File: src/lts_pkg.sv
`timescale 1ns / 1ps

package lts_pkg;

  localparam int PATTERN_MAX_DEF = 32;
  localparam int OFFSET_BITS_DEF = 32;

  // result queue
  localparam int FIFO_DEPTH = 4;
  localparam int FIFO_PTR_W = $clog2(FIFO_DEPTH);
  localparam int FIFO_CNT_W = $clog2(FIFO_DEPTH + 1);

  localparam int UNIT_W  = 16;
  localparam int LEN_W   = 6;
  localparam int PIDX_W  = 5;
  localparam int COUNT_W = 32;
  localparam int CFG_W   = 32;
  localparam int REG_IDX_W = 2;

  localparam logic [UNIT_W-1:0] CHAR_UPPER_A = 16'h0041;
  localparam logic [UNIT_W-1:0] CHAR_UPPER_Z = 16'h005A;
  localparam logic [UNIT_W-1:0] CHAR_LOWER_A = 16'h0061;
  localparam logic [UNIT_W-1:0] CHAR_LOWER_Z = 16'h007A;
  localparam logic [UNIT_W-1:0] CHAR_DIGIT_0 = 16'h0030;
  localparam logic [UNIT_W-1:0] CHAR_DIGIT_9 = 16'h0039;
  localparam logic [UNIT_W-1:0] CHAR_USCORE  = 16'h005F;

  typedef enum logic [1:0] {
    CMD_LOAD = 2'd0,
    CMD_TEXT = 2'd1,
    CMD_END  = 2'd2
  } cmd_t;

  typedef enum logic [REG_IDX_W-1:0] {
    REG_PATTERN_LENGTH = 2'd0,
    REG_CASE_SENSITIVE = 2'd1,
    REG_WHOLE_WORD     = 2'd2,
    REG_MATCH_LIMIT    = 2'd3
  } reg_idx_t;

  localparam logic KIND_HIT     = 1'b0;
  localparam logic KIND_SUMMARY = 1'b1;

  localparam logic STATUS_READY    = 1'b0;
  localparam logic STATUS_INACTIVE = 1'b1;

  typedef struct packed {
    logic               kind;
    logic [31:0]        match_start;
    logic [31:0]        match_end;
    logic [COUNT_W-1:0] hit_total;
    logic               status;
    logic               last;
  } result_t;

  typedef struct packed {
    logic load;
    logic shift;
    logic clear;
  } match_ctl_t;

  typedef struct packed {
    logic hit;          // window tail equals the pattern
    logic before_word;  // unit just before the candidate is a word unit
    logic head_word;    // first unit of the candidate is a word unit
    logic join_right;   // previous newest unit and incoming unit are both word units
  } match_info_t;

  function automatic logic [UNIT_W-1:0] fold(input logic [UNIT_W-1:0] c, input logic cs);
    logic [UNIT_W-1:0] r;
    r = c;
    if (!cs && (c inside {[CHAR_UPPER_A:CHAR_UPPER_Z]})) begin
      r = c + (CHAR_LOWER_A - CHAR_UPPER_A);
    end
    return r;
  endfunction

  function automatic logic is_word(input logic [UNIT_W-1:0] c);
    return c inside {[CHAR_DIGIT_0:CHAR_DIGIT_9], [CHAR_UPPER_A:CHAR_UPPER_Z],
                     [CHAR_LOWER_A:CHAR_LOWER_Z], CHAR_USCORE};
  endfunction

  function automatic logic [COUNT_W-1:0] sat_inc(input logic [COUNT_W-1:0] x);
    return (x == {COUNT_W{1'b1}}) ? x : x + 1'b1;
  endfunction

  function automatic result_t make_hit(input logic [31:0] s, input logic [31:0] e,
                                       input logic [COUNT_W-1:0] cnt);
    result_t r;
    r.kind        = KIND_HIT;
    r.match_start = s;
    r.match_end   = e;
    r.hit_total   = cnt;
    r.status      = STATUS_READY;
    r.last        = 1'b0;
    return r;
  endfunction

endpackage

File: src/lts_matcher.sv
`timescale 1ns / 1ps

module lts_matcher import lts_pkg::*; #(
  parameter int PATTERN_MAX = PATTERN_MAX_DEF
) (
  input  logic              clk,
  input  logic              rst,
  input  match_ctl_t        ctl,
  input  logic [UNIT_W-1:0] unit,
  input  logic [PIDX_W-1:0] load_idx,
  input  logic [LEN_W-1:0]  len,
  input  logic              exact,
  output match_info_t       info
);

  localparam int WIN_DEPTH = PATTERN_MAX + 1;
  localparam int IDX_W = $clog2(WIN_DEPTH);
  localparam int PW = (PATTERN_MAX > 1) ? $clog2(PATTERN_MAX) : 1;

  logic [UNIT_W-1:0] pat [PATTERN_MAX];
  logic [UNIT_W-1:0] win [WIN_DEPTH];
  logic [UNIT_W-1:0] win_new [WIN_DEPTH];
  logic [PATTERN_MAX-1:0] cmp_ok;
  logic [IDX_W-1:0] src;
  logic [IDX_W-1:0] left_idx;
  logic [IDX_W-1:0] first_idx;

  // window as it stands once the incoming unit is shifted in (newest first)
  always_comb begin
    win_new[0] = unit;
    for (int k = 1; k < WIN_DEPTH; k++) begin
      win_new[k] = win[k-1];
    end
  end

  // pattern position i lines up with the unit that came len-1-i units ago
  always_comb begin
    src = '0;
    for (int i = 0; i < PATTERN_MAX; i++) begin
      if (i < int'(len)) begin
        src = IDX_W'(int'(len) - 1 - i);
        cmp_ok[i] = fold(pat[i], exact) == fold(win_new[src], exact);
      end else begin
        cmp_ok[i] = 1'b1;
      end
    end
  end

  assign left_idx  = IDX_W'(len);
  assign first_idx = IDX_W'(LEN_W'(len - 1'b1));

  always_comb begin
    info.hit         = &cmp_ok;
    info.before_word = is_word(win_new[left_idx]);
    info.head_word   = (len != '0) && is_word(win_new[first_idx]);
    info.join_right  = is_word(win[0]) && is_word(unit);
  end

  // pattern store: no reset, entries are defined once loaded
  always_ff @(posedge clk) begin
    if (ctl.load && (32'(load_idx) < PATTERN_MAX)) begin
      pat[PW'(load_idx)] <= unit;
    end
  end

  always_ff @(posedge clk) begin
    if (rst || ctl.clear) begin
      for (int k = 0; k < WIN_DEPTH; k++) begin
        win[k] <= '0;
      end
    end else if (ctl.shift) begin
      for (int k = 0; k < WIN_DEPTH; k++) begin
        win[k] <= win_new[k];
      end
    end
  end

endmodule

File: config.mk
export PLATFORM = sky130hd
export DESIGN_NAME = lts_matcher
export DESIGN_NICKNAME = d
export VERILOG_FILES = /design/src/lts_pkg.sv /design/src/lts_matcher.sv
export SDC_FILE = /design/constraint.sdc
export NUM_CORES = 2
export LEC_CHECK = 0
export BUFFER_PORTS_ARGS = -buffer_cell sky130_fd_sc_hd__buf_2
export CORE_ASPECT_RATIO = 0.8
export CORE_MARGIN = 2
export CORE_UTILIZATION = 30
export CTS_CLUSTER_DIAMETER = 50
export DETAILED_ROUTE_END_ITERATION = 10
export PLACE_DENSITY_LB_ADDON = 0.1
export SLEW_MARGIN = 5
export SYNTH_ARGS = -nofsm -noshare
export SYNTH_HDL_FRONTEND = slang
export SYNTH_SLANG_ARGS = --single-unit
File: constraint.sdc
create_clock -name clk -period 24.7 [get_ports clk]
set_clock_uncertainty 0.2 [all_clocks]
set_input_delay 1.235 -clock clk [delete_from_list [all_inputs] [get_ports clk]]
set_output_delay 1.235 -clock clk [all_outputs]
set_load 0.05 [all_outputs]
# After elaboration in Yosys (flattened, before gate mapping)
# Memories as Yosys holds them, arrays and structs flattened.
# Cells that the tools add are included.
# W data, S select, Z words.
[word_totals]
ff_bits = 0
ram_bits = 1040
in_bits = 33
out_inout_bits = 4
word_cells = 872
mem_count = 2
[mem_list]
columns = ["name", "words", "width", "read_ports", "rd_clocked_by_memory_dff", "wr", "line_no", "rtl"]
rows = [
  ["win", 33, 16, 32, 0, 33, "lts_matcher.sv:21", "logic [UNIT_W-1:0] win [WIN_DEPTH];"],
  ["pat", 32, 16, 32, 0, 1, "lts_matcher.sv:20", "logic [UNIT_W-1:0] pat [PATTERN_MAX];"],
]
[classes]
add_sub_neg = 97
n_lt_le_gt_ge = 218
eq_ne = 36
muxes = 302
n_bitwise = 67
n_reduce_logical = 150
[ops]
columns = ["operator", "count"]
rows = [
  ["$mux W16", 229],
  ["$bmux W16 S6", 34],
  ["$ge A16 B7 Y1 const B", 72],
  ["$le A16 B7 Y1 const B", 72],
  ["$add A16 B6 Y16 const B", 64],
  ["$eq A16 B16 Y1", 32],
  ["$ge A7 B7 Y1 const B", 34],
  ["$not A6 Y7", 34],
  ["$logic_and A1 B1 Y1", 142],
  ["$lt A5 B6 Y1 const A", 16],
  ["$sub A6 B6 Y6 const B", 16],
  ["$eq A16 B7 Y1 const B", 4],
  ["$ge A16 B6 Y1 const B", 4],
  ["$le A16 B6 Y1 const B", 4],
  ["$lt A4 B6 Y1 const A", 8],
  ["$sub A6 B5 Y6 const B", 8],
  ["$mux W1", 39],
  ["$or A1 B1 Y1", 33],
  ["$reduce_and A32 Y1", 1],
  ["$lt A3 B6 Y1 const A", 4],
  ["$sub A6 B4 Y6 const B", 4],
  ["$reduce_bool A4 Y1", 4],
  ["$lt A1 B6 Y1 const A", 2],
  ["$lt A2 B6 Y1 const A", 2],
  ["other kinds (6)", 8],
]

# Depth between registers and ports, before layout
[depth]
depth_word = 14
mapped_depth = 37
depth_no_buf = 22

# Least setup slack after synthesis
# OpenSTA, ideal clock, no wires.
[synth_path]
kind = "input-to-reg"
start = "input ctl[1] in the netlist's numbering"
end = "memory win[0][0], enable pin"
setup_ns = 0.914
arrival_time_ns = 12.115
required_ns = 23.586
path_slack_ns = 11.471
stages = 1
n_path_buf = 0
path_cell_list = "or3_1"
[synth_lines]
columns = ["element", "line_no", "rtl"]
rows = [
  ["start, declared", "lts_matcher.sv:8", "input match_ctl_t ctl,"],
  ["end, declared", "lts_matcher.sv:21", ""],
]

==> flow_summary.ini <==
[layout]
final_core_util = 0.3370
fin_cells = 13940
stdcell_area_mm2 = 0.1069
num-nets-final = 9624
drive_above_1_share = 0.1863
fillers = 32190
syn_to_final_growth_pct = 11.82

[setup_path]
worstSetupPathType = in -> out
worstPathMaxFanout = 65
cpMaxStageDelayCell = mux2i_1
critPathRequiredTime_ps = 23260
cp-start-kind = input pin
crit_chain = buf_6 -> inv_1 -> ha_4 -> buf_4 -> buf_4 -> buf_4 -> buf_4 -> buf_4 -> mux2i_1 -> mux2_2 -> mux2i_1 -> mux2i_1 -> mux2i_1 -> a22oi_1 -> xnor2_1 -> or4_1 -> o31a_1 -> a311oi_1 -> and4b_1 -> and4bb_1 -> o2111ai_1 -> nor4_2 -> buf_2
max_stage_delay_ps = 1090
arrival_ps = 13260
cp_common_cell = buf_4
crit_path_end_kind = output port
reg2reg_slack_ps = 23000

[yosys]
synth.distinct_cells = 126
ys_seq_area_frac = 0.3215
syn-num-nets = 9750
ys_seq_elements = 1024
ys_warn_count = 0
netlist_area_mm2 = 0.09563
synth_edf_count = 1024
ys.flop_type = edfxtp_1
syn_area_per_cell_um2 = 9.914
syn_inst = 9646
async_flop_share = 0

[run_status]
status = finished with violations
violations = capacitance limit, slew limit

[floorplanning]
floorplan.rows = 185
initial_core_util = 0.3013
die_w_um = 635.2
core_area_mm2 = 0.3173
dieArea_mm2 = 0.3233
io_pins = 37
die_y_um = 509.0

[drt]
drc_errors = 0
ant_nets = 0
vias_per_cell = 7.123
vias = 99280
dr.pass1.iters = 9
drtIter0Drc = 20230
drt-total-wl_um = 704900
wl_per_cell_um = 50.57

[timing]
slew_headroom = -0.06006
setup_viol = 0
worst_slack_ps = 10010
fin_hold_ws_ps = 427.9
drv_slew = 12
period_needed_ps = 14690
fin_setup_tns_ps = 0
worst_pin_slew_ps = 1590
hold_viol_final = 0
rsz0062_at_grt = false
finalCritPeriodShare = 0.5947
max_freq_ghz = 0.06807

[place]
port_buffers = 36
dp_slack_ps = 10560
postPlaceCellArea_mm2 = 0.1014
place.gp.congestion = 1.085
place_inst = 13560
dpl.hpwl_um = 546000

[global_route]
antenna_found_initial = 145
grt_max_degree = 136
grt_pass1_wl_um = 899300
grt-ovfl-total = 0
track_usage = 0.4190
grt_pass1_vias = 86350

[clocking]
post_cts_resized = 0
cts-root-buf = clkbuf_16
clkTransAtPathRegs_ps = 50
cts_sinks = 1024
cts_made_buffers = 164
cts_max_path_buffers = 4
insertion_delay_ps = 930
htreeDepth = 4
cts_setup_buffers = 0
ctsHoldBuffers = 0
cts_tree = yes

[pwr]
irDropWorstVdd_mv = 0.05433
p_leak_nw = 36.63
finalPower_mw = 7.053
pwr-share-comb = 0.372
p_sw_mw = 2.979
p_clk_frac = 0.335
intPower_mw = 4.074
power_density_mw_per_mm2 = 65.95
swShare = 0.4224
p_seq_frac = 0.293

[worst_hold_path]
hp-class = reg -> reg

[flow_run]
drv_cap = 5
==> critical path: cells and delay by family <==
family	cells	cell delay [ps]
muxes	5	2440
adders and majority gates	1	640
and+or+nand+nor	4	1950
AOI/OAI and AO/OA	4	1700
xor gates and xnor gates	1	160
buffers and inverters	8	4810
==> layout by cell type (no fill, tap or decap), types with 69 or more instances in the layout <==
cell type / n
edfxtp_1: 1024
and3_1: 69
and2_1: 554
o211ai_1: 192
or3_1: 69
clkbuf_16: 166
nand2_1: 849
mux2i_1: 600
o21ai_0: 460
o221ai_1: 95
diode_2: 88
a211oi_1: 111
a21oi_1: 344
o22ai_1: 174
inv_1: 125
nor2_1: 532
a31oi_1: 106
a22oi_1: 130
mux2_2: 251
nand3_1: 378
xor2_1: 190
mux4_2: 564
nor3_1: 240
xnor2_1: 262
ha_1: 69
buf_4: 440
nand4_1: 117
nor4_1: 226
==> cell usage after synthesis (32+ instances only) <==
| master | instances | area [um2] |
|---|---|---|
| inv_1 | 130 | 488.0 |
| xnor2_1 | 286 | 2505 |
| a31oi_1 | 110 | 688.2 |
| buf_6 | 41 | 461.7 |
| o21ai_0 | 478 | 2392 |
| a2111oi_0 | 32 | 280.3 |
| ha_1 | 71 | 888.4 |
| o21a_1 | 46 | 345.3 |
| o221ai_1 | 95 | 832.1 |
| a21oi_1 | 347 | 1737 |
| a22oi_1 | 130 | 975.9 |
| xor2_1 | 190 | 1664 |
| mux2i_1 | 611 | 6116 |
| nand2b_1 | 35 | 219.0 |
| nor3_1 | 246 | 1231 |
| o31ai_1 | 44 | 330.3 |
| mux2_2 | 251 | 2826 |
| o2111ai_1 | 40 | 350.3 |
| nand3_1 | 378 | 1892 |
| nor2_1 | 554 | 2079 |
| a311oi_1 | 56 | 490.5 |
| a221oi_1 | 42 | 367.9 |
| or2_2 | 40 | 250.2 |
| or3_1 | 71 | 444.2 |
| and3_1 | 69 | 431.7 |
| a21o_1 | 56 | 420.4 |
| nand2_1 | 860 | 3228 |
| buf_1 | 68 | 255.2 |
| o211ai_1 | 192 | 1441 |
| a211o_1 | 32 | 280.3 |
| clkbuf_1 | 354 | 1329 |
| mux4_2 | 564 | 12700 |
| buf_4 | 88 | 660.6 |
| nand4_1 | 117 | 732.0 |
| and2_1 | 555 | 3472 |
| a211oi_1 | 114 | 855.8 |
| nor4_1 | 231 | 1445 |
| edfxtp_1 | 1024 | 30750 |
| o22ai_1 | 174 | 1089 |
| nor4b_1 | 54 | 473.0 |
| buf_2 | 207 | 1036 |
| a32oi_1 | 44 | 385.4 |
==> state kept, by name, indices dropped and copies added (netlist names) <==
register and cells:
pat 512, win 512
==> metal layers <==
layer | GRT usage | vias up | wire length [um]
met5 | 0 | - | 342
met2 | 0.5269 | 8536 | 259100
met3 | 0.1976 | 1413 | 112300
met4 | 0.2255 | 50 | 43460
li1 | - | 38000 | -
met1 | 0.5785 | 51280 | 289700
==> final timing paths <==
kind / startpoint / endpoint / cells past startpoint
max: len[1] / info[3] / 23
min: win[0][342]$_SDFFCE_PN0P_ / win[0][358]$_SDFFCE_PN0P_ / 1
max reg2reg: win[0][3]$_SDFFCE_PN0P_ / win[0][19]$_SDFFCE_PN0P_ / 1
min reg2reg: win[0][342]$_SDFFCE_PN0P_ / win[0][358]$_SDFFCE_PN0P_ / 1
==> logic make-up (layout without fill, tap and decap cells) <==
logic type / count (synthesis) / in the layout / synth area share
and+or+nand+nor: 3383 / 3383 / 0.1817
AOI/OAI and AO/OA: 2357 / 2357 / 0.1702
muxes: 1429 / 1429 / 0.2268
DFF: 1024 / 1024 / 0.3215
buffers and inverters: 895 / 891 / 0.04451
xor gates and xnor gates: 487 / 487 / 0.04585
adders and majority gates: 71 / 71 / 0.009290
other: 0 / 88 / 0
==> area by class of cell <==
class,instances,area (um2),share of cell area
diodes,88,220.2,0.002059
clock inverters,109,1110,0.01038
flip-flops and latches,1024,30750,0.2876
clock buffers,179,4203,0.03930
well taps,4207,5264,0.04923
repair buffers,466,3565,0.03334
multi-input cells,7727,61300,0.5732
inverters,137,525.5,0.004914
==> power by group through the flow <==
stage / registers (mW) / clock network (mW) / logic [mW]
4_1_cts: 2.06 / 2.38 / 2.47
3_5_place_dp: 2.09 / 0 / 2.46
5_1_grt: 2.06 / 2.45 / 2.62
3_3_place_gp: 2.09 / 0 / 2.47
2_1_floorplan: 2.05 / 0 / 1.36
6_report: 2.07 / 2.36 / 2.62
Power figures use the tool's default switching activity.
