[src/lts_pkg.sv]
`timescale 1ns / 1ps

package lts_pkg;

  localparam int PATTERN_MAX_DEF = 32;
  localparam int OFFSET_BITS_DEF = 32;

  // result queue
  localparam int FIFO_DEPTH = 4;
  localparam int FIFO_PTR_W = $clog2(FIFO_DEPTH);
  localparam int FIFO_CNT_W = $clog2(FIFO_DEPTH + 1);

  localparam int UNIT_W  = 16;
  localparam int LEN_W   = 6;
  localparam int PIDX_W  = 5;
  localparam int COUNT_W = 32;
  localparam int CFG_W   = 32;
  localparam int REG_IDX_W = 2;

  localparam logic [UNIT_W-1:0] CHAR_UPPER_A = 16'h0041;
  localparam logic [UNIT_W-1:0] CHAR_UPPER_Z = 16'h005A;
  localparam logic [UNIT_W-1:0] CHAR_LOWER_A = 16'h0061;
  localparam logic [UNIT_W-1:0] CHAR_LOWER_Z = 16'h007A;
  localparam logic [UNIT_W-1:0] CHAR_DIGIT_0 = 16'h0030;
  localparam logic [UNIT_W-1:0] CHAR_DIGIT_9 = 16'h0039;
  localparam logic [UNIT_W-1:0] CHAR_USCORE  = 16'h005F;

  typedef enum logic [1:0] {
    CMD_LOAD = 2'd0,
    CMD_TEXT = 2'd1,
    CMD_END  = 2'd2
  } cmd_t;

  typedef enum logic [REG_IDX_W-1:0] {
    REG_PATTERN_LENGTH = 2'd0,
    REG_CASE_SENSITIVE = 2'd1,
    REG_WHOLE_WORD     = 2'd2,
    REG_MATCH_LIMIT    = 2'd3
  } reg_idx_t;

  localparam logic KIND_HIT     = 1'b0;
  localparam logic KIND_SUMMARY = 1'b1;

  localparam logic STATUS_READY    = 1'b0;
  localparam logic STATUS_INACTIVE = 1'b1;

  typedef struct packed {
    logic               kind;
    logic [31:0]        match_start;
    logic [31:0]        match_end;
    logic [COUNT_W-1:0] hit_total;
    logic               status;
    logic               last;
  } result_t;

  typedef struct packed {
    logic load;
    logic shift;
    logic clear;
  } match_ctl_t;

  typedef struct packed {
    logic hit;          // window tail equals the pattern
    logic before_word;  // unit just before the candidate is a word unit
    logic head_word;    // first unit of the candidate is a word unit
    logic join_right;   // previous newest unit and incoming unit are both word units
  } match_info_t;

  function automatic logic [UNIT_W-1:0] fold(input logic [UNIT_W-1:0] c, input logic cs);
    logic [UNIT_W-1:0] r;
    r = c;
    if (!cs && (c inside {[CHAR_UPPER_A:CHAR_UPPER_Z]})) begin
      r = c + (CHAR_LOWER_A - CHAR_UPPER_A);
    end
    return r;
  endfunction

  function automatic logic is_word(input logic [UNIT_W-1:0] c);
    return c inside {[CHAR_DIGIT_0:CHAR_DIGIT_9], [CHAR_UPPER_A:CHAR_UPPER_Z],
                     [CHAR_LOWER_A:CHAR_LOWER_Z], CHAR_USCORE};
  endfunction

  function automatic logic [COUNT_W-1:0] sat_inc(input logic [COUNT_W-1:0] x);
    return (x == {COUNT_W{1'b1}}) ? x : x + 1'b1;
  endfunction

  function automatic result_t make_hit(input logic [31:0] s, input logic [31:0] e,
                                       input logic [COUNT_W-1:0] cnt);
    result_t r;
    r.kind        = KIND_HIT;
    r.match_start = s;
    r.match_end   = e;
    r.hit_total   = cnt;
    r.status      = STATUS_READY;
    r.last        = 1'b0;
    return r;
  endfunction

endpackage

[src/lts_result_fifo.sv]
`timescale 1ns / 1ps

module lts_result_fifo import lts_pkg::*; (
  input  logic    clk,
  input  logic    rst,
  input  logic    push0,
  input  logic    push1,
  input  result_t din0,
  input  result_t din1,
  input  logic    pop,
  output result_t dout,
  output logic    not_empty,
  output logic    room_for_two
);

  result_t mem [FIFO_DEPTH];
  logic [FIFO_PTR_W-1:0] wr_ptr;
  logic [FIFO_PTR_W-1:0] rd_ptr;
  logic [FIFO_CNT_W-1:0] count;
  logic [FIFO_PTR_W-1:0] wr_ptr1;

  assign wr_ptr1      = wr_ptr + 1'b1;
  assign dout         = mem[rd_ptr];
  assign not_empty    = (count != '0);
  assign room_for_two = (count <= FIFO_CNT_W'(FIFO_DEPTH - 2));

  always_ff @(posedge clk) begin
    if (push0) begin
      mem[wr_ptr] <= din0;
    end
    if (push1) begin
      mem[wr_ptr1] <= din1;
    end
  end

  always_ff @(posedge clk) begin
    if (rst) begin
      wr_ptr <= '0;
      rd_ptr <= '0;
      count  <= '0;
    end else begin
      wr_ptr <= wr_ptr + FIFO_PTR_W'(push0) + FIFO_PTR_W'(push1);
      rd_ptr <= rd_ptr + FIFO_PTR_W'(pop);
      count  <= count + FIFO_CNT_W'(push0) + FIFO_CNT_W'(push1) - FIFO_CNT_W'(pop);
    end
  end

endmodule

[config.mk]
export PLATFORM = sky130hd
export DESIGN_NAME = lts_result_fifo
export DESIGN_NICKNAME = d
export VERILOG_FILES = /design/src/lts_pkg.sv /design/src/lts_result_fifo.sv
export SDC_FILE = /design/constraint.sdc
export NUM_CORES = 1
export LEC_CHECK = 0
export BUFFER_PORTS_ARGS = -buffer_cell sky130_fd_sc_hd__buf_2
export CAP_MARGIN = 20
export CORE_MARGIN = 1
export CORE_UTILIZATION = 40
export CTS_CLUSTER_SIZE = 14
export DETAILED_ROUTE_END_ITERATION = 12
export PLACE_DENSITY = 0.62
export SLEW_MARGIN = 10
export SYNTH_ARGS = -nofsm -noshare
export SYNTH_HDL_FRONTEND = slang
export SYNTH_SLANG_ARGS = --single-unit
[constraint.sdc]
create_clock -name clk -period 12.8 [get_ports clk]
set_input_delay 0.64 -clock clk [delete_from_list [all_inputs] [get_ports clk]]
set_output_delay 0.64 -clock clk [all_outputs]
set_load 0.01 [all_outputs]
Word level (Yosys, flattened, before mapping)
Memory sizes are Yosys's and may differ from the RTL's. A register that Yosys moved wholly into a read port is not among the register bits.
Cells that the tools add are included.

cells by class
  multiplexer cells = 5
  reduce and logical (&&, ||, !) cells = 1
  $add $sub $neg = 7
  magnitude comparators = 1

operator list
  kind                 count
  $add 2x1->2          3
  $add 3x1->3          2
  $mux 1               4
  $le 3x2->1 const B   1
  $reduce_bool 3->1    1
  $sub 3x1->3          1
  $add 2x1->2 const B  1
  $mux 2               1

word-level totals
  memories = 1
  output and inout port bits = 101
  bits in writable memories = 396
  flip-flop bits (word level) = 7

memory list
  memory  words  width  read ports  clocked after memory_dff  wr ports  RTL line               source
  mem     4      99     1           1                         2         lts_result_fifo.sv:16  result_t mem [FIFO_DEPTH];

Logic depth before layout (Yosys ltp)
Gate-level depths: netlist of the first run.

  word-level depth = 3
  mapped depth = 7
  mapped depth without buffers = 7

Least setup slack after synthesis of the first run
No wires, ideal clock.

  path type = input -> register
  start = input push0
  end = memory mem[2][0] (netlist bit), enable pin
  cell stages on the path = 2
  data arrival time = 7.633 ns
  required time = 12.107 ns
  setup slack = 4.473 ns
  buffers on the path = 0
  cell sequence = nand2b_1 o21ai_0

RTL lines
  element      RTL line               source
  from (decl)  lts_result_fifo.sv:6   input logic push0,
  to (decl)    lts_result_fifo.sv:16

==> summary.txt, run 1 <==
Cts bufs inserted - 45
Fill cells - 4125
Yosys top cell area share - 0.610
Vias/cell - 5.31
DR WL met2 - 24200 µm
H-tree levels - 2
Final core occ - 0.476
Worst path slowest cell - dfxtp_4
WP data arrival - 2.99 ns
Share of power burned in combinational logic - 0.182
Layout net count - 1510
Hold_buf cts - 0
Largest family of logic cells by synthesized area - multiplexers
Leakage power - 8.04 nW
Status - complete, no violations
# DRC - 0
Starting Density - 0.407
Worst Setup Path Type - flop to primary output
DR iter-0 viols - 477
Compound-Gate Fraction of Synth Area - 0.000898
Tot GR Track Use - 0.184
Post-synthesis mux area share - 0.345
Finished Layout Cells - 1947
Mapped Nets - 1209
Met1 WL - 17600 µm
Yosys reg bits - 403
NetSw - 0.887 mW
CTS sink count - 403
P_int - 2.64 mW
Largest net degree at the start of global routing - 56
Clock transition at path regs - 0.06 ns
CP Data Required Time - 12.16 ns
Post-synthesis instance total - 1000
Post-CTS setup buffer count - 0
Worst slew pin tran - 0.976 ns
Post-Synth XOR/XNOR Area - 0.00135
Peak VDD IR - 0.109 mV
Final setup fails - 0
Power per cell area - 155 mW/mm²
Number of synthesized flops with an enable pin - 396
Relative max-transition margin - 0.349
Post-route clock period utilization - 0.284
Achievable Freq - 275 MHz
Met3 WL - 2570 µm
CTS tree - done
Min Tclk post-route - 3.63 ns
Synth area leaders - edfxtp_1 (61%), mux2_2 (22%), mux4_2 (11%), buf_6 (0.92%), buf_2 (0.77%)
CP max stage delay - 0.81 ns
Critical Path Fanout Max - 39
GR Overflow Total - 0
Sequential power share - 0.483
Vias in the first global route - 11300
Die area - 0.0496 mm²
Cell Area, Synth - 0.0195 mm²
Area of all placed cells without fillers - 0.0228 mm²
Routed vias - 10300
Setup crit start kind - flop
Fin. max-slew vios - 0
Setup TNS - 0 ns
Highest Signal Layer - met5
DP Area - 0.0215 mm²
Worst Hold Class - primary input to flop
DP Cell Count - 1869
Syn-to-layout area delta - 17.0%
IO Port Bufs - 303
Routed WL - 45300 µm
Synth cell types - 26
Die W - 223 µm
Crit path cell chain - buf_4, mux4_2, buf_2
Routed len/inst - 23.3 µm
CTS Buffer Depth - 3
Num rows - 80
Gp weighted congestion - 0.749
1st-pass router iterations - 4
Clock skew - 0.00900 ns
Worst setup EP type - primary output
Final hold slack - 0.346 ns
Unrepaired setup endpoints after global routing - no
I/O pins - 304
Die Ht - 223 µm
Leading area contributor after synthesis - edfxtp_1
Initial antenna violation count - 9
Simple-gate share of the synthesized area - 0.00462
Max-Cap Viols - 0
Ys Warns - 0
Syn avg cell area - 19.5 µm²
Post-CTS resize count - 0
Post-synthesis adder-cell area fraction - 0.00500
Primary FF master, synth - edfxtp_1
DRT antenna net count - 0
CTS root buf - clkbuf_16
Global-route wire length before repair - 68400 µm
HPWL Detailed - 26400 µm
Register area share after synthesis - 0.617
Area of the core - 0.0479 mm²
Clk_lat worst skew - 0.56 ns
Sw Share - 0.251
Share of cells above drive strength 1 - 0.661
Ys async rst share - 0
Clock Power Share - 0.334
Final count of hold timing violations - 0
-- layout make-up --
type	instances	area [µm²]	area share
sequential	403	12000	0.528
antenna	4	10.0	0.000439
multi-input combinational	524	7020	0.308
inverter	6	22.5	0.000987
clock inverter	11	73.8	0.00324
timing repair buffer	321	1650	0.0724
clock buffer	63	1220	0.0536
tap	615	769	0.0337
-- worst max-delay path, delay by kind of cell (launching register included) --
family	cells	cell delay (ns)
DFF	1	0.81
buffers and inverters	2	0.96
muxes	1	0.64
-- layer usage --
layer  global-route usage  up-vias
met5                    0        -
li1                     -     4720
met3               0.0476       67
met4               0.0527       12
met1                0.211     5309
met2                0.336      229
-- synthesized netlist by cell type (2+ instances only) --
cell type and number:
ha_1 3, buf_4 11, buf_2 30, mux2_2 386, xnor2_1 2, nor2b_1 4, mux2_4 10, nand3b_1 2
fa_1 3, o21ai_0 2, mux4_2 99, dfxtp_1 7, nor2_1 6, clkbuf_1 8, inv_1 6, edfxtp_1 396
buf_6 16
-- worst paths after layout --
check | from | end | slack [ns] | cells after the start
worst min register to register | count[2]$_SDFF_PP0_ | count[2]$_SDFF_PP0_ | 0.64 | 4
worst max register to register | wr_ptr[1]$_SDFF_PP0_ | mem[0][40]$_DFFE_PP_ | 9.27 | 4
worst min-delay path | rst | rd_ptr[0]$_SDFF_PP0_ | 0.35 | 2
worst max-delay path | rd_ptr[0]$_SDFF_PP0_ | dout[47] | 9.17 | 3
-- cell families (layout without fill, tap and decap cells) --
kind of cell    Yosys count  in the layout
compound gates            3              3
xor+xnor                  3              3
fa+ha+maj                 6              6
buf+inv                  73            401
flops                   403            403
mux                     496            496
other cells               0              4
simple gates             16             16
-- registers in the layout, summed over array words and instances (netlist names) --
signal  flops
wr_ptr      2
mem       396
rd_ptr      2
count       3
-- power by group through the flow --
stage | Sequential, mW | Combinational, mW | Clock, mW
global route | 1.72 | 0.696 | 1.25
floorplan | 1.74 | 0.439 | 0
detailed placement | 1.74 | 0.658 | 0
finish | 1.71 | 0.644 | 1.18
global placement | 1.73 | 0.651 | 0
CTS | 1.71 | 0.661 | 1.21
-- cell usage in the layout (no fill, tap or decap), types with 5 or more instances in the layout --
cell type,synthesis,routed
mux2_2,386,386
clkbuf_16,0,45
buf_4,11,18
mux2_4,10,10
clkbuf_1,8,15
edfxtp_1,396,396
buf_2,30,303
dfxtp_1,7,5
mux4_2,99,99
clkinv_2,0,5
clkinv_1,0,5
inv_1,6,6
-- per-stage QoR --
step,power [mW],setup WS (ns)
after detailed placement,2.39,9.05
after global routing,3.67,8.91
final,3.53,9.17
after floorplan,2.18,4.47
after global placement,2.38,9.07
after CTS,3.58,9.00
(Power assumes the default switching activity.)
==> inputs of run 2 (changes only) <==
clock period = 3.5 ns   (was 12.8 ns; I/O delays follow)
==> run 2 against run 1 <==
  * Sequential share of layout area shrank 6.5 points
  * Final cell count grew 16%
  * First-iteration DRC count grew 20%
  * Design area grew 14%
  * Setup slack lost 8.5 ns
  * Largest power group unchanged
==> summary.txt, run 2 (synthesis results as in run 1) <==
Status - complete, no violations
Post-route clock period utilization - 0.813
Top flop regs - mem x396, count x3
Max reg flops - 396 (unchanged)
WP data arrival - 3.14 ns (+0.15 ns)
Final count of hold timing violations - 0 (unchanged)
Tot GR Track Use - 0.202 (+0.0175)
Layout net count - 1812 (+20%)
Die area - 0.0496 mm² (unchanged)
Share of cells above drive strength 1 - 0.539 (-0.122)
Routed len/inst - 21.9 µm (-6.0%)
Gp weighted congestion - 0.748 (-0.12%)
Area of the core - 0.0479 mm² (unchanged)
Final hold slack - 0.116 ns (-0.230 ns)
Setup crit start kind - flop
Worst Setup Path Type - flop to flop
Cts bufs inserted - 46 (+2.2%)
Peak VDD IR - 0.411 mV (+280%)
CTS tree - done
Most frequent cells in the layout - edfxtp_1 (396), mux2_2 (386), buf_2 (303), dlygate4sd3_1 (299), mux4_2 (99)
HPWL Detailed - 26300 µm (-0.17%)
Vias/cell - 5.22 (-1.7%)
Clk_lat worst skew - 0.56 ns (about the same)
Unrepaired setup endpoints after global routing - no
Post-CTS setup buffer count - 0 (unchanged)
Area of the multi-input gates - 0.00702 mm² (unchanged)
Worst slew pin tran - 0.753 ns (-0.223 ns)
Worst Hold Class - primary input to flop
Die W - 223 µm (unchanged)
Largest net degree at the start of global routing - 100 (+79%)
Initial antenna violation count - 4 (-5)
Most flops, register - mem
CTS sink count - 403 (unchanged)
Fin. max-slew vios - 0 (unchanged)
1st-pass router iterations - 4 (unchanged)
H-tree levels - 2 (unchanged)
I/O pins - 304 (unchanged)
CTS root buf - clkbuf_16
Relative max-transition margin - 0.498 (+0.149)
Syn-to-layout area delta - 33.5%
Routed WL - 49300 µm (+8.7%)
Final core occ - 0.543 (+0.0673)
# DRC - 0 (unchanged)
Max-Cap Viols - 0 (unchanged)
Clock transition at path regs - 0.06 ns (about the same)
Die Ht - 223 µm (unchanged)
Critical Path Fanout Max - 40 (+2.6%)
Fill cells - 3860 (-6.4%)
DRT antenna net count - 0 (unchanged)
Clock skew - 0.0178 ns (+0.00882 ns)
Vias in the first global route - 13200 (+16%)
Pre-CTS setup slack - 1.22 ns (-7.83 ns)
Worst setup EP type - flop
Finished Layout Cells - 2252 (+16%)
Routed vias - 11800 (+14%)
Num rows - 80 (unchanged)
DR iter-0 viols - 574 (+20%)
Power per cell area - 518 mW/mm² (+240%)
Commonest non-fill, non-tap cell in the layout - edfxtp_1
Leakage power - 9.37 nW (+17%)
Min Tclk post-route - 2.85 ns
CP Data Required Time - 3.80 ns (-8.36 ns)
DP Cell Count - 1871 (+0.11%)
Final setup fails - 0 (unchanged)
GR Overflow Total - 0 (unchanged)
Starting Density - 0.407 (unchanged)
IO Port Bufs - 303 (unchanged)
Sequential cell area - 0.0120 mm² (unchanged)
Global-route wire length before repair - 76100 µm (+11%)
Achievable Freq - 351 MHz
CTS Buffer Depth - 3 (unchanged)
Worst setup margin - 0.654 ns (-8.51 ns)
[run 2: cell types whose count changed in the layout (fill, tap and decap cells not counted), sizes merged]
| cell | before | now |
|---|---|---|
| clkinv | 10 | 18 |
| dlygate4sd3 | 0 | 299 |
| buf | 321 | 323 |
| inv | 6 | 7 |
| clkinvlp | 0 | 3 |
| diode | 4 | 3 |
| clkbuf | 63 | 55 |
| bufinv | 1 | 2 |
[run 2: worst max-delay path, stage by stage, from the launching register on]
cell	delay, ns
dfxtp_1	0.63
nand3b_1	0.33
buf_4	0.60
mux2_2	0.40
dlygate4sd3_1	0.56
[run 2: path summary, 6_finish.rpt]
| kind | from | endpoint | slack (ns) | depth (start not counted) |
|---|---|---|---|---|
| worst max-delay path | wr_ptr[1]$_SDFF_PP0_ | mem[2][78]$_DFFE_PP_ | 0.65 | 4 |
| worst min-delay path | push0 | count[0]$_SDFF_PP0_ | 0.12 | 3 |
| worst max register to register | wr_ptr[1]$_SDFF_PP0_ | mem[2][78]$_DFFE_PP_ | 0.65 | 4 |
| worst min register to register | count[2]$_SDFF_PP0_ | count[2]$_SDFF_PP0_ | 0.65 | 4 |
[run 2: per-layer routing]
layer | track usage | part of all wire | up-vias
li1 | - | - | 5336
met4 | 0.0712 | 0.026 | 2
met2 | 0.347 | 0.51 | 330
met1 | 0.251 | 0.42 | 5999
met3 | 0.0431 | 0.050 | 87
met5 | 0 | 0.00026 | -
[run 2: power breakdown]
group | switching [mW] | internal (mW)
Combinational | 1.37 | 1.44
Clock | 1.90 | 2.58
Sequential | 0.163 | 6.06
[run 2: repair_timing]
action | CTS | global route
endpoints found under the setup margin | 0 | 0
gates resized for setup | 0 | 0
hold endpoints to repair | 403 | 0
hold buffers | 299 | 0
[run 2: stage by stage]
stage	setup TNS (ns)	cell area, µm²	total power [mW]
after floorplan	-36.58	19500	7.89
after global placement	0	21700	8.76
after detailed placement	0	21700	8.81
after CTS	0	26000	13.7
after global routing	0	26000	14.0
final	0	26000	13.5
[run 2: area by class of cell]
| class | instances | area share |
|---|---|---|
| antenna | 3 | 0.000288 |
| clock buffer | 55 | 0.0463 |
| clock inverter | 24 | 0.00620 |
| inverter | 6 | 0.000865 |
| multi-input combinational | 524 | 0.270 |
| sequential | 403 | 0.462 |
| tap | 615 | 0.0296 |
| timing repair buffer | 622 | 0.185 |
